File: config.mk
export PLATFORM = sky130hd
export DESIGN_NAME = tlsf_div
export DESIGN_NICKNAME = d
export VERILOG_FILES = /design/src/sv/tlsf_div.sv
export SDC_FILE = /design/constraint.sdc
export NUM_CORES = 1
export LEC_CHECK = 0
export ABC_AREA = 1
export BUFFER_PORTS_ARGS = -buffer_cell sky130_fd_sc_hd__buf_4
export CORE_ASPECT_RATIO = 1.5
export CORE_MARGIN = 5
export CORE_UTILIZATION = 40
export DETAILED_ROUTE_END_ITERATION = 10
export PLACE_DENSITY = 0.69
export SLEW_MARGIN = 20
export SYNTH_ARGS = -nofsm -noshare
export SYNTH_HDL_FRONTEND = slang
export SYNTH_SLANG_ARGS = --single-unit
export TNS_END_PERCENT = 10
File: constraint.sdc
create_clock -name clk -period 2.29 [get_ports clk]
set_clock_uncertainty 0.15 [all_clocks]
set_input_delay 0.1145 -clock clk [delete_from_list [all_inputs] [get_ports clk]]
set_output_delay 0.1145 -clock clk [all_outputs]
set_load 0.02 [all_outputs]
File: src/sv/tlsf_div.sv
// serial restoring divider, one quotient bit per cycle, 16 bits
// numerator below den * 2^16; uses no package
module tlsf_div (
  input  logic        clk,
  input  logic        rst_n,
  input  logic        start,
  input  logic [30:0] num,
  input  logic [14:0] den,
  output logic        done,
  output logic [15:0] quo
);

  logic [15:0] rem_r;
  logic [15:0] low_r;
  logic [15:0] quo_r;
  logic [14:0] den_r;
  logic [3:0]  cnt_r;
  logic        busy_r;
  logic        done_r;
  logic [16:0] r2;
  logic        ge;

  assign r2 = {rem_r, low_r[15]};
  assign ge = r2 >= {2'b0, den_r};

  always_ff @(posedge clk) begin
    if (start) begin
      rem_r <= num[30:16] == 15'd0 ? 16'd0 : {1'b0, num[30:16]};
      low_r <= num[15:0];
      den_r <= den;
    end else if (busy_r) begin
      rem_r <= ge ? 16'(r2 - {2'b0, den_r}) : r2[15:0];
      low_r <= {low_r[14:0], 1'b0};
      quo_r <= {quo_r[14:0], ge};
    end
  end

  always_ff @(posedge clk) begin
    if (!rst_n) begin
      busy_r <= 1'b0;
      done_r <= 1'b0;
      cnt_r  <= '0;
    end else begin
      done_r <= 1'b0;
      if (start) begin
        busy_r <= 1'b1;
        cnt_r  <= '0;
      end else if (busy_r) begin
        cnt_r <= cnt_r + 4'd1;
        if (cnt_r == 4'd15) begin
          busy_r <= 1'b0;
          done_r <= 1'b1;
        end
      end
    end
  end

  assign done = done_r;
  assign quo  = quo_r;

endmodule
==> impl.org <==
** Floorplanning
- Full die area :: ~12000 um2
- Ports :: 66
- Chip Width :: slightly below 90 um
- Number of rows in the core area :: 43
- The die is 129 um tall.
- Effective utilization at floorplan :: 0.409
- The core region is slightly above 9000 um2.

** STA
- Setup repair after global routing could not meet its margin everywhere.
- Measured against its own limit, the worst slew margin works out to 0.756.
- The number of pins exceeding their max-slew limit in the final report came to 0.
- Slew at the pin closest to its max-slew limit :: 0.366 ns
- Setup total negative slack on the finished layout was measured at 0 ns.
- Final Cycle Share :: 0.973
- Setup-violating endpoint count in the final report :: 0
- Final hold vios :: 0
- Based on the critical path, the design can be clocked at up to about 0.45 GHz.
- Clock period minus worst slack :: between 2 and 2.5 ns
- Final hold analysis gives a worst-case slack of roughly 0.018 ns.
- Across all setup checks in the final design, the least slack found is 0.0617 ns.

** Final layout
- 0 antenna diodes ended up in the layout.
- The filler cells instantiated in the layout total ~850.
- Final #Nets :: between 600 and 700
- Leaving out fill and tap cells, the most frequent cell in the layout is sky130_fd_sc_hd__nand2_1.
- Highest-count cells in the layout ignoring fill and taps :: 157 x sky130_fd_sc_hd__nand2_1, 79 x sky130_fd_sc_hd__buf_4, 63 x sky130_fd_sc_hd__edfxtp_1
- Share of final-layout standard cells stronger than drive strength 1 :: 0.227
- Area grow syn2layout :: 43.3%

** Hold path
- Worst hold endpoint :: den_r[5]$_DFFE_PP_
- Hold WC Path Type :: in2reg
- Counting instances, the worst hold path has a depth of 1.
- Worst hold start :: start

** Routing
- Before antenna repair, the detailed router went through 5 iterations.
- The final layout contains routed wiring with a total length of ~9100 um.
- DR DRC count :: 0
- Dividing the detail-routed via count by the number of cells gives 4.88.
- Drt initial violations :: approximately 130
- Routed vias :: between 3000 and 4000
- The detail route stage leaves a number of antenna-violating nets equal to 0.
- Post-detailed-route wirelength per cell :: approximately 14 um

** Clock network
- Clock tree from TritonCTS :: done
- Reg clk slew, reported paths :: roughly 0.06 ns
- At the later pin of the worst-skew pair, clock insertion delay measures about 0.34 ns.
- Clk root buf :: sky130_fd_sc_hd__clkbuf_16
- After clock tree synthesis, the setup repair step added 0 buffers.
- CTS saw 69 sinks.
- Number of buffers between clock root and the deepest sink :: 2
- CTS HTree Levels :: 3
- TritonCTS Buffers :: 9

** Global routing
- First-pass GRT wire length :: 14800 um
- Via count of the first global-routing pass :: 3310
- Overall Global Routing Usage :: 0.169
- Entering global routing, the biggest net connects 35 pins.
- After global routing the overflow that remains totals 0.
- The number of antenna violations at the first check in global routing was 0.

** Worst setup path
- Counting cells, the worst reg-to-reg path comes to 9.
- Arrival time at the worst endpoint :: approximately 2.2 ns
- Path type of the worst setup path :: reg2reg
- STA classifies the critical path endpoint as a register.
- For the worst setup path, the data required time is 2.23 ns.
- Capture point of the worst reg-to-reg path :: rem_r[8]$_DFFE_PP_
- Critical Path Fanout Max :: 7
- Startpoint types :: register
- In this run the register-to-register setup slack is 0.06 ns.
- The startpoint identified for the worst register-to-register timing path is rem_r[13]$_DFFE_PP_.

** Logic synthesis
- Complex-gate fraction of the synthesized area :: 0.0261
- Dominant combinational cell family by area after synthesis :: simple AND/OR/NAND/NOR gates
- Mux contribution to synthesized area :: 0
- When the netlist entered floorplanning its net count stood at about 500.
- Of the total synthesized cell area, the portion taken by AND, OR, NAND and NOR gates is 0.293.
- Adder-cell share of the synthesized area :: 0.0582
- Counting flops and latches in the post-synthesis netlist gives between 60 and 70.
- For this run, the number of Yosys warnings is 0.
- Share of the yosys chip area belonging to registers :: 0.532
- Syn Std Cell Area :: 3780 um2
- Average size of a mapped cell :: approximately 9 um2
- Post-Synth XOR/XNOR Area :: 0.0162
- Counting distinct cell types in the post-synthesis netlist gives 30.
- Synthesis produced a netlist whose cell count is around 430.

** Outcome
- The flow ran to the end, and the final reports show no timing, DRC or antenna violations.

** Placement
- Placer's final routability congestion estimate :: between 0.8 and 0.9
- Count of port buffers added during placement :: 65
- At the placement stage, the worst setup path has a slack of between 0.015 and 0.02 ns.
- Summed over all nets, the half-perimeter wirelength after detailed placement is roughly 6400 um.

** Pwr
- Maximum resistive drop on vdd :: about 500 uV
- For this design the static power due to leakage is about 2.5 nW.
- Power per unit of standard cell area :: between 800 and 900 nW/um2

** Job
- Max-cap violations in this run came to 0.
==> stage by stage <==
stage          total power [W]  cell area (um2)  utilization  instances
2_1_floorplan          0.00256             3780            -        432
3_3_place_gp           0.00291             4480        0.484        615
3_5_place_dp           0.00293             4480        0.484        615
4_1_cts                0.00437             5240        0.566        677
5_1_grt                0.00478             5420        0.586        677
6_report               0.00448             5420        0.586        677
==> area by class of cell <==
| cell class | instances | area [um2] | share of cell area |
|---|---|---|---|
| clock buffer | 9 | 225 | 0.0415 |
| clock inverter | 6 | 63.8 | 0.0118 |
| inverter | 59 | 221 | 0.0408 |
| multi-input combinational | 293 | 1660 | 0.306 |
| sequential | 69 | 2010 | 0.371 |
| tap | 112 | 140 | 0.0258 |
| timing repair buffer | 129 | 1100 | 0.202 |
==> flip-flops by register name, indices dropped and copies added, names as in the netlist <==
name	flops
low_r	16
quo	16
rem_r	16
den_r	15
cnt_r	4
busy_r	1
done	1
==> kinds of logic after synthesis <==
family,count (synthesis)
xor gates and xnor gates,7
AOI/OAI and AO/OA,19
buffers and inverters,70
DFF,69
adders and majority gates,17
and+or+nand+nor,250
==> worst max path at each step <==
stage | from | to | slack, ns | cells after the start
final | rem_r[13]$_DFFE_PP_ | rem_r[8]$_DFFE_PP_ | 0.06 | 9
after global routing | rem_r[13]$_DFFE_PP_ | rem_r[8]$_DFFE_PP_ | -0.02 | 9
after CTS | low_r[15]$_DFFE_PP_ | rem_r[14]$_DFFE_PP_ | 0.02 | 14
after detailed placement | low_r[15]$_DFFE_PP_ | rem_r[14]$_DFFE_PP_ | 0.02 | 14
after global placement | low_r[15]$_DFFE_PP_ | rem_r[14]$_DFFE_PP_ | 0.06 | 14
after floorplan | low_r[15]$_DFFE_PP_ | rem_r[8]$_DFFE_PP_ | 0.25 | 11
==> layer usage <==
layer / GRT usage / wire (um) / vias to the layer above
met1: 0.188 / 3660 / 1533
met4: 0.0850 / 287 / 0
met3: 0.0394 / 419 / 21
met2: 0.295 / 4790 / 82
li1: - / - / 1667
met5: 0 / 0 / -
==> Yosys cell counts <==
library cell	count	share of area
sky130_fd_sc_hd__a21oi_1	13	0.017
sky130_fd_sc_hd__buf_1	1	0.00099
sky130_fd_sc_hd__buf_2	3	0.0040
sky130_fd_sc_hd__buf_4	1	0.0020
sky130_fd_sc_hd__buf_8	1	0.0040
sky130_fd_sc_hd__clkbuf_1	5	0.0050
sky130_fd_sc_hd__dfxtp_1	6	0.032
sky130_fd_sc_hd__edfxtp_1	63	0.50
sky130_fd_sc_hd__fa_1	1	0.0053
sky130_fd_sc_hd__ha_1	16	0.053
sky130_fd_sc_hd__inv_1	59	0.059
sky130_fd_sc_hd__nand2_1	160	0.16
sky130_fd_sc_hd__nand2_2	1	0.0017
sky130_fd_sc_hd__nand2_4	2	0.0060
sky130_fd_sc_hd__nand3_1	35	0.046
sky130_fd_sc_hd__nand3_2	2	0.0053
sky130_fd_sc_hd__nand3b_1	15	0.030
sky130_fd_sc_hd__nand4_1	4	0.0066
sky130_fd_sc_hd__nor2_1	22	0.022
sky130_fd_sc_hd__nor2_2	1	0.0017
sky130_fd_sc_hd__nor2_4	1	0.0030
sky130_fd_sc_hd__nor2b_2	1	0.0023
sky130_fd_sc_hd__nor3_1	3	0.0040
sky130_fd_sc_hd__nor3_2	1	0.0026
sky130_fd_sc_hd__nor4_1	1	0.0017
sky130_fd_sc_hd__o21ai_0	5	0.0066
sky130_fd_sc_hd__o21ai_2	1	0.0023
sky130_fd_sc_hd__or2_1	1	0.0017
sky130_fd_sc_hd__xnor2_1	6	0.014
sky130_fd_sc_hd__xor2_1	1	0.0023
==> critical path, cell delays in order (launching register included) <==
cell                       delay (ns)
sky130_fd_sc_hd__edfxtp_1        0.45
sky130_fd_sc_hd__ha_4            0.29
sky130_fd_sc_hd__a21oi_1         0.15
sky130_fd_sc_hd__nor2b_2         0.18
sky130_fd_sc_hd__o21ai_2         0.08
sky130_fd_sc_hd__nor2_4          0.23
sky130_fd_sc_hd__buf_4           0.22
sky130_fd_sc_hd__nand3b_1        0.09
sky130_fd_sc_hd__nand3_1         0.08
sky130_fd_sc_hd__nand2_1         0.06
==> power breakdown <==
group	internal, W	leakage (nW)	switching, W	total, W
logic	0.000683	1.70	0.000811	0.00149
clock network	0.000835	0.138	0.000512	0.00135
registers	0.00155	0.672	0.0000873	0.00164
==> timing repair <==
item,in CTS,in global routing
resized for setup,0,28
setup endpoints to repair,0,16
endpoints found under the hold margin,49,0
hold buffers,47,0
No activity file was read; power rests on OpenSTA's default activity.
