[config.mk]
export PLATFORM = sky130hd
export DESIGN_NAME = tlsf_hist
export DESIGN_NICKNAME = d
export VERILOG_FILES = /design/src/sv/tlsf_pkg.sv /design/src/sv/tlsf_hist.sv
export SDC_FILE = /design/constraint.sdc
export NUM_CORES = 1
export LEC_CHECK = 0
export BUFFER_PORTS_ARGS = -buffer_cell sky130_fd_sc_hd__buf_2
export CAP_MARGIN = 0
export CORE_UTILIZATION = 35
export CTS_BUF_LIST = sky130_fd_sc_hd__clkbuf_4 sky130_fd_sc_hd__clkbuf_8
export CTS_CLUSTER_SIZE = 25
export DETAILED_ROUTE_END_ITERATION = 6
export GPL_TIMING_DRIVEN = 0
export PLACE_DENSITY = 0.55
export SETUP_SLACK_MARGIN = 0.4
export SLEW_MARGIN = 15
export SYNTH_ARGS = -nofsm -noshare
export SYNTH_HDL_FRONTEND = slang
export SYNTH_SLANG_ARGS = --single-unit
[constraint.sdc]
create_clock -name clk -period 3.39 [get_ports clk]
set_input_delay 0.339 -clock clk [delete_from_list [all_inputs] [get_ports clk]]
set_output_delay 0.339 -clock clk [all_outputs]
set_load 0.005 [all_outputs]
[src/sv/tlsf_pkg.sv]
// shared types, constants and helpers for the luma stretch fill block
// no dependencies
package tlsf_pkg;

  localparam int HIST_BINS = 64;
  localparam int BIN_W     = 6;
  localparam int CNT_W     = 17;
  localparam logic [CNT_W-1:0] MAX_PIXELS = 17'd65536;

  localparam logic [23:0] LUMA_W_R  = 24'd13933;
  localparam logic [23:0] LUMA_W_G  = 24'd46871;
  localparam logic [23:0] LUMA_W_B  = 24'd4732;
  localparam logic [23:0] LUMA_FULL = 24'd16711680;

  localparam logic [1:0] MODE_INK  = 2'd0;
  localparam logic [1:0] MODE_FLAT = 2'd1;
  localparam logic [1:0] MODE_PASS = 2'd2;

  localparam logic [7:0] CFG_FILL_RED   = 8'd0;
  localparam logic [7:0] CFG_FILL_GREEN = 8'd1;
  localparam logic [7:0] CFG_FILL_BLUE  = 8'd2;
  localparam logic [7:0] CFG_FILL_ALPHA = 8'd3;

  typedef struct packed {
    logic             rd_en;
    logic [BIN_W-1:0] rd_addr;
    logic             wr_en;
    logic [BIN_W-1:0] wr_addr;
    logic [CNT_W-1:0] wr_data;
    logic             clr;
  } hist_req_t;

  // floor(x / 255) by reciprocal with one correction step
  function automatic logic [9:0] div255(input logic [16:0] x);
    logic [25:0] p;
    logic [9:0]  est;
    logic [17:0] rem;
    p   = 26'(x) * 26'd257;
    est = p[25:16];
    rem = 18'(x) - 18'(est) * 18'd255;
    if (rem >= 18'd255) begin
      est = est + 10'd1;
    end
    return est;
  endfunction

endpackage

[src/sv/tlsf_hist.sv]
// luminance histogram store, one read and one write port, registered read
// entries not yet written since the last clear read as zero; uses tlsf_pkg
module tlsf_hist (
  input  logic                           clk,
  input  logic                           rst_n,
  input  tlsf_pkg::hist_req_t            req,
  output logic [tlsf_pkg::CNT_W-1:0]     rd_data
);
  import tlsf_pkg::*;

  logic [CNT_W-1:0]     mem [HIST_BINS];
  logic [HIST_BINS-1:0] vld_r;
  logic [CNT_W-1:0]     rd_data_r;

  always_ff @(posedge clk) begin
    if (req.wr_en) begin
      mem[req.wr_addr] <= req.wr_data;
    end
    if (req.rd_en) begin
      rd_data_r <= vld_r[req.rd_addr] ? mem[req.rd_addr] : '0;
    end
  end

  always_ff @(posedge clk) begin
    if (!rst_n || req.clr) begin
      vld_r <= '0;
    end else if (req.wr_en) begin
      vld_r[req.wr_addr] <= 1'b1;
    end
  end

  assign rd_data = rd_data_r;

endmodule

==> results.txt <==
----------------------------------------------------
[Detailed routing]
  Total wirelength of the detailed-routed design ... around 120000 um
  Via count ... around 23000
  Routed length per placed instance ... between 20 and 30 um
  Post-DR vias/cell ... between 5 and 6
  Antenna Violating Nets Remaining ... 0
  DR pass1 iterations ... 5
  1st-iter DRT viols ... ~2400
  DRC Markers ... 0

[GRT]
  Grt ovf ... 0
  Vias in the first global route ... ~24000
  Maximum number of pins on one net before global-route repair ... 65
  Global-route wire length before repair ... about 170000 um
  GRT Overall Usage ... 18.43%
  Number of antenna violations at the first check in global routing ... 16

[Power and ir drop]
  Pwr dens ... between 500 and 600 nW/um2
  Static leakage ... about 16 nW
  Maximum ir drop on the vdd rail ... ~290 uV
  Overall Power ... between 20 and 30 mW

[Die]
  Top-Level Pins ... about 50
  Die Outline Area ... between 100000 and 150000 um2
  Die Height ... about 360 um
  Die outline width ... about 360 um
  Placeable core region ... approximately 130000 um2
  Num rows ... between 100 and 150
  Effective utilization at floorplan ... between 30% and 40%

[STA]
  Share of the cycle needed by the critical path after routing ... just under 90%
  RSZ-0062 raised after global routing ... no
  Number of failing setup endpoints in the final timing report ... 0
  Slew Limit Fails ... 0
  Max Clock Skew ... between 40 and 50 ps
  Achievable clock frequency ... approximately 340 MHz
  Post-route minimum period ... around 3000 ps
  Max-slew headroom ... between 40% and 50%
  Transition time at the pin with the least slew margin ... just under 900 ps
  Final-report hold violation count ... 0

[Critical path]
  Cell with the largest stage delay on the worst path ... sky130_fd_sc_hd__clkbuf_2
  Data arrival time at the worst-slack endpoint ... between 3000 and 4000 ps
  Slowest Stage Delay on Critical Path ... between 500 and 600 ps
  Critical path start-end classification ... in2reg
  Crit path cell chain ... clkbuf_1 -> buf_2 -> clkbuf_2 -> buf_2 -> mux4_2 -> a22oi_1 -> nand2_1 -> a21oi_1 -> a21oi_2
  Critical Path End Type ... register
  Data required, critical path ... about 4000 ps
  Buffers & Inverters on Critical Path ... 4
  CP delay by family, top ... buffers and inverters
  Maximum net fanout on the critical path ... 10
  Worst path most repeated cell ... sky130_fd_sc_hd__buf_2
  Kind of start point of the critical path ... input port

[Cells and area]
  Fraction of final layout cells sized beyond drive strength 1 ... 32.77%
  Post-route design area ... approximately 52000 um2
  Area growth, synth to finish ... 16.35%
  Final-stage net count ... between 2000 and 2500
  Non-filler cells, final ... ~4200

[CTS]
  Clock transition time at the flip-flop clock pins of the worst setup and hold paths ... 60 ps
  Worst skew pair latency ... about 870 ps
  Sink Count ... 1169
  Level count of the clock H-tree ... 4
  CTS Buf Count ... between 150 and 200
  Clock tree from TritonCTS ... built
  CTS root buf ... sky130_fd_sc_hd__clkbuf_8
  Maximum clock insertion buffer count ... 3
  Number of post-CTS setup repair buffers ... 0

[Placement]
  Placement-stage cell area ... 47910 um2
  Number of instances in the placed design ... about 3900
  I/O Buffers ... 46
  HPWL Detailed ... 77650 um
  Final weighted congestion of routability-driven global placement ... roughly 0.93

[Hold path]
  Worst Hold Class ... in2reg

[Synthesis]
  Number of enable-type register cells in the synthesized netlist ... between 1000 and 1500
  Number of distinct library cell variants in the gate-level netlist after synthesis ... 35
  Avg Synthesized Cell Area ... between 20 and 25 um2
  Yosys warnings ... 0
  Area share of the largest cell type after synthesis ... 74.49%
  Count of mapped cells out of synthesis ... approximately 2100
  Cell area after technology mapping ... ~45000 um2
  Net count after synthesis ... between 2000 and 2500
  Leading post-synthesis cells by cell area ... sky130_fd_sc_hd__edfxtp_1, sky130_fd_sc_hd__mux4_2, sky130_fd_sc_hd__dfxtp_1, sky130_fd_sc_hd__a22oi_1, sky130_fd_sc_hd__o21a_1
  Biggest area consumer among synthesized cells ... sky130_fd_sc_hd__edfxtp_1
  Flops & latches, synth ... 1169
  Async set-reset flop share out of synthesis ... 0%
  Sequential-to-total area share from yosys stat ... between 70% and 80%
  Most instantiated flip-flop cell in the synthesis netlist ... sky130_fd_sc_hd__edfxtp_1

[Flow run]
  Max-cap viol count ... 0

[Status]
  Result of the run ... complete, no violations

----------------------------------------------------
[registers in the layout, summed over array words and instances, names as in the netlist]
| signal | flops |
|---|---|
| mem | 1088 |
| rd_data | 17 |
| vld_r | 64 |
[worst register-to-register path, cell delays in order, from the launching register on]
cell and delay (ps):
sky130_fd_sc_hd__edfxtp_1 370, sky130_fd_sc_hd__mux4_2 480, sky130_fd_sc_hd__a22oi_1 520, sky130_fd_sc_hd__nand2_1 340, sky130_fd_sc_hd__a211oi_1 330, sky130_fd_sc_hd__a21oi_1 180
[cell usage after synthesis (5+ instances only)]
master	n
sky130_fd_sc_hd__nand2b_1	5
sky130_fd_sc_hd__a221o_1	17
sky130_fd_sc_hd__nor2_1	63
sky130_fd_sc_hd__a21oi_1	59
sky130_fd_sc_hd__mux2_2	34
sky130_fd_sc_hd__buf_2	53
sky130_fd_sc_hd__mux2i_1	34
sky130_fd_sc_hd__nand3_1	7
sky130_fd_sc_hd__dfxtp_1	64
sky130_fd_sc_hd__o22ai_1	17
sky130_fd_sc_hd__o221ai_1	17
sky130_fd_sc_hd__mux4_2	248
sky130_fd_sc_hd__nand2_1	75
sky130_fd_sc_hd__o21a_1	64
sky130_fd_sc_hd__a21oi_2	10
sky130_fd_sc_hd__edfxtp_1	1105
sky130_fd_sc_hd__mux4_1	6
sky130_fd_sc_hd__clkbuf_1	56
sky130_fd_sc_hd__buf_4	5
sky130_fd_sc_hd__a211oi_1	17
sky130_fd_sc_hd__a22oi_1	109
sky130_fd_sc_hd__nor2b_1	11
sky130_fd_sc_hd__buf_1	7
[repair_timing]
item	CTS	global route
endpoints found under the hold margin	69	0
resized for setup	3	11
setup endpoints to repair	17	5
hold buffers	3	0
[layout by cell type, fill, tap and decap left out, drive strengths merged, types with 63 or more instances in the layout]
master / instances
edfxtp: 1105
clkbuf: 319
mux4: 254
buf: 173
a22oi: 110
nand2: 75
clkinv: 71
a21oi: 69
o21a: 64
dfxtp: 64
nor2: 63
[power by group]
part / switching [mW] / internal [mW]
combinational: 1.04 / 0.485
sequential: 0.0225 / 15.9
clock: 5.65 / 6.67
total: 6.71 / 23.0
[cells by family (layout without fill, tap and decap cells)]
logic type             after synthesis  in the layout  synth area share, %
other                                0              6                    0
AO/OA/AOI/OAI                      314            314                5.103
AND/OR/NAND/NOR                    175            175                1.688
flip-flops                        1169           1169                77.36
multiplexers                       322            322                14.52
buffers and inverters              125            583                1.331
[cell type report]
cell class	count	area [um2]
diodes	6	15.01
clock buffers	262	3231
fillers	11080	74060
plain buffers	125	601.8
clock inverters	88	620.6
well taps	1650	2064
multi-input cells	811	9719
flip-flops and latches	1169	34460
repair buffers	108	1116
[metrics by stage]
| step | setup TNS [ps] | utilization [%] | hold WS, ps | setup WS [ps] |
|---|---|---|---|---|
| after floorplan | 0 | - | 432.4 | 908.4 |
| after global placement | -50320 | 37.21 | 438.3 | -908.7 |
| after detailed placement | -13340 | 38.06 | 450.4 | -949.3 |
| after CTS | 0 | 41.14 | 10.11 | 458.2 |
| after global routing | 0 | 41.16 | 43.31 | 396.3 |
| final | 0 | 41.17 | 66.66 | 410.8 |
[worst paths after layout]
check / startpoint / endpoint / slack, ps / depth (start not counted)
worst max-delay path: req[26] / rd_data[5]$_SDFFCE_PN0P_ / 410 / 9
worst min-delay path: req[13] / mem[45][12]$_DFFE_PP_ / 70 / 1
worst max register to register: mem[27][0]$_DFFE_PP_ / rd_data[0]$_SDFFCE_PN0P_ / 880 / 5
worst min register to register: vld_r[31]$_SDFFE_PP0P_ / vld_r[31]$_SDFFE_PP0P_ / 460 / 1
[metal layers]
| layer | vias to the layer above | share of wire [%] | global-route usage (%) |
|---|---|---|---|
| li1 | 9511 | - | - |
| met1 | 11980 | 42 | 24.84 |
| met2 | 849 | 48 | 29.80 |
| met3 | 190 | 7.4 | 4.142 |
| met4 | 14 | 2.2 | 5.534 |
| met5 | - | 0.086 | 0 |
Power figures use the tool's default switching activity.
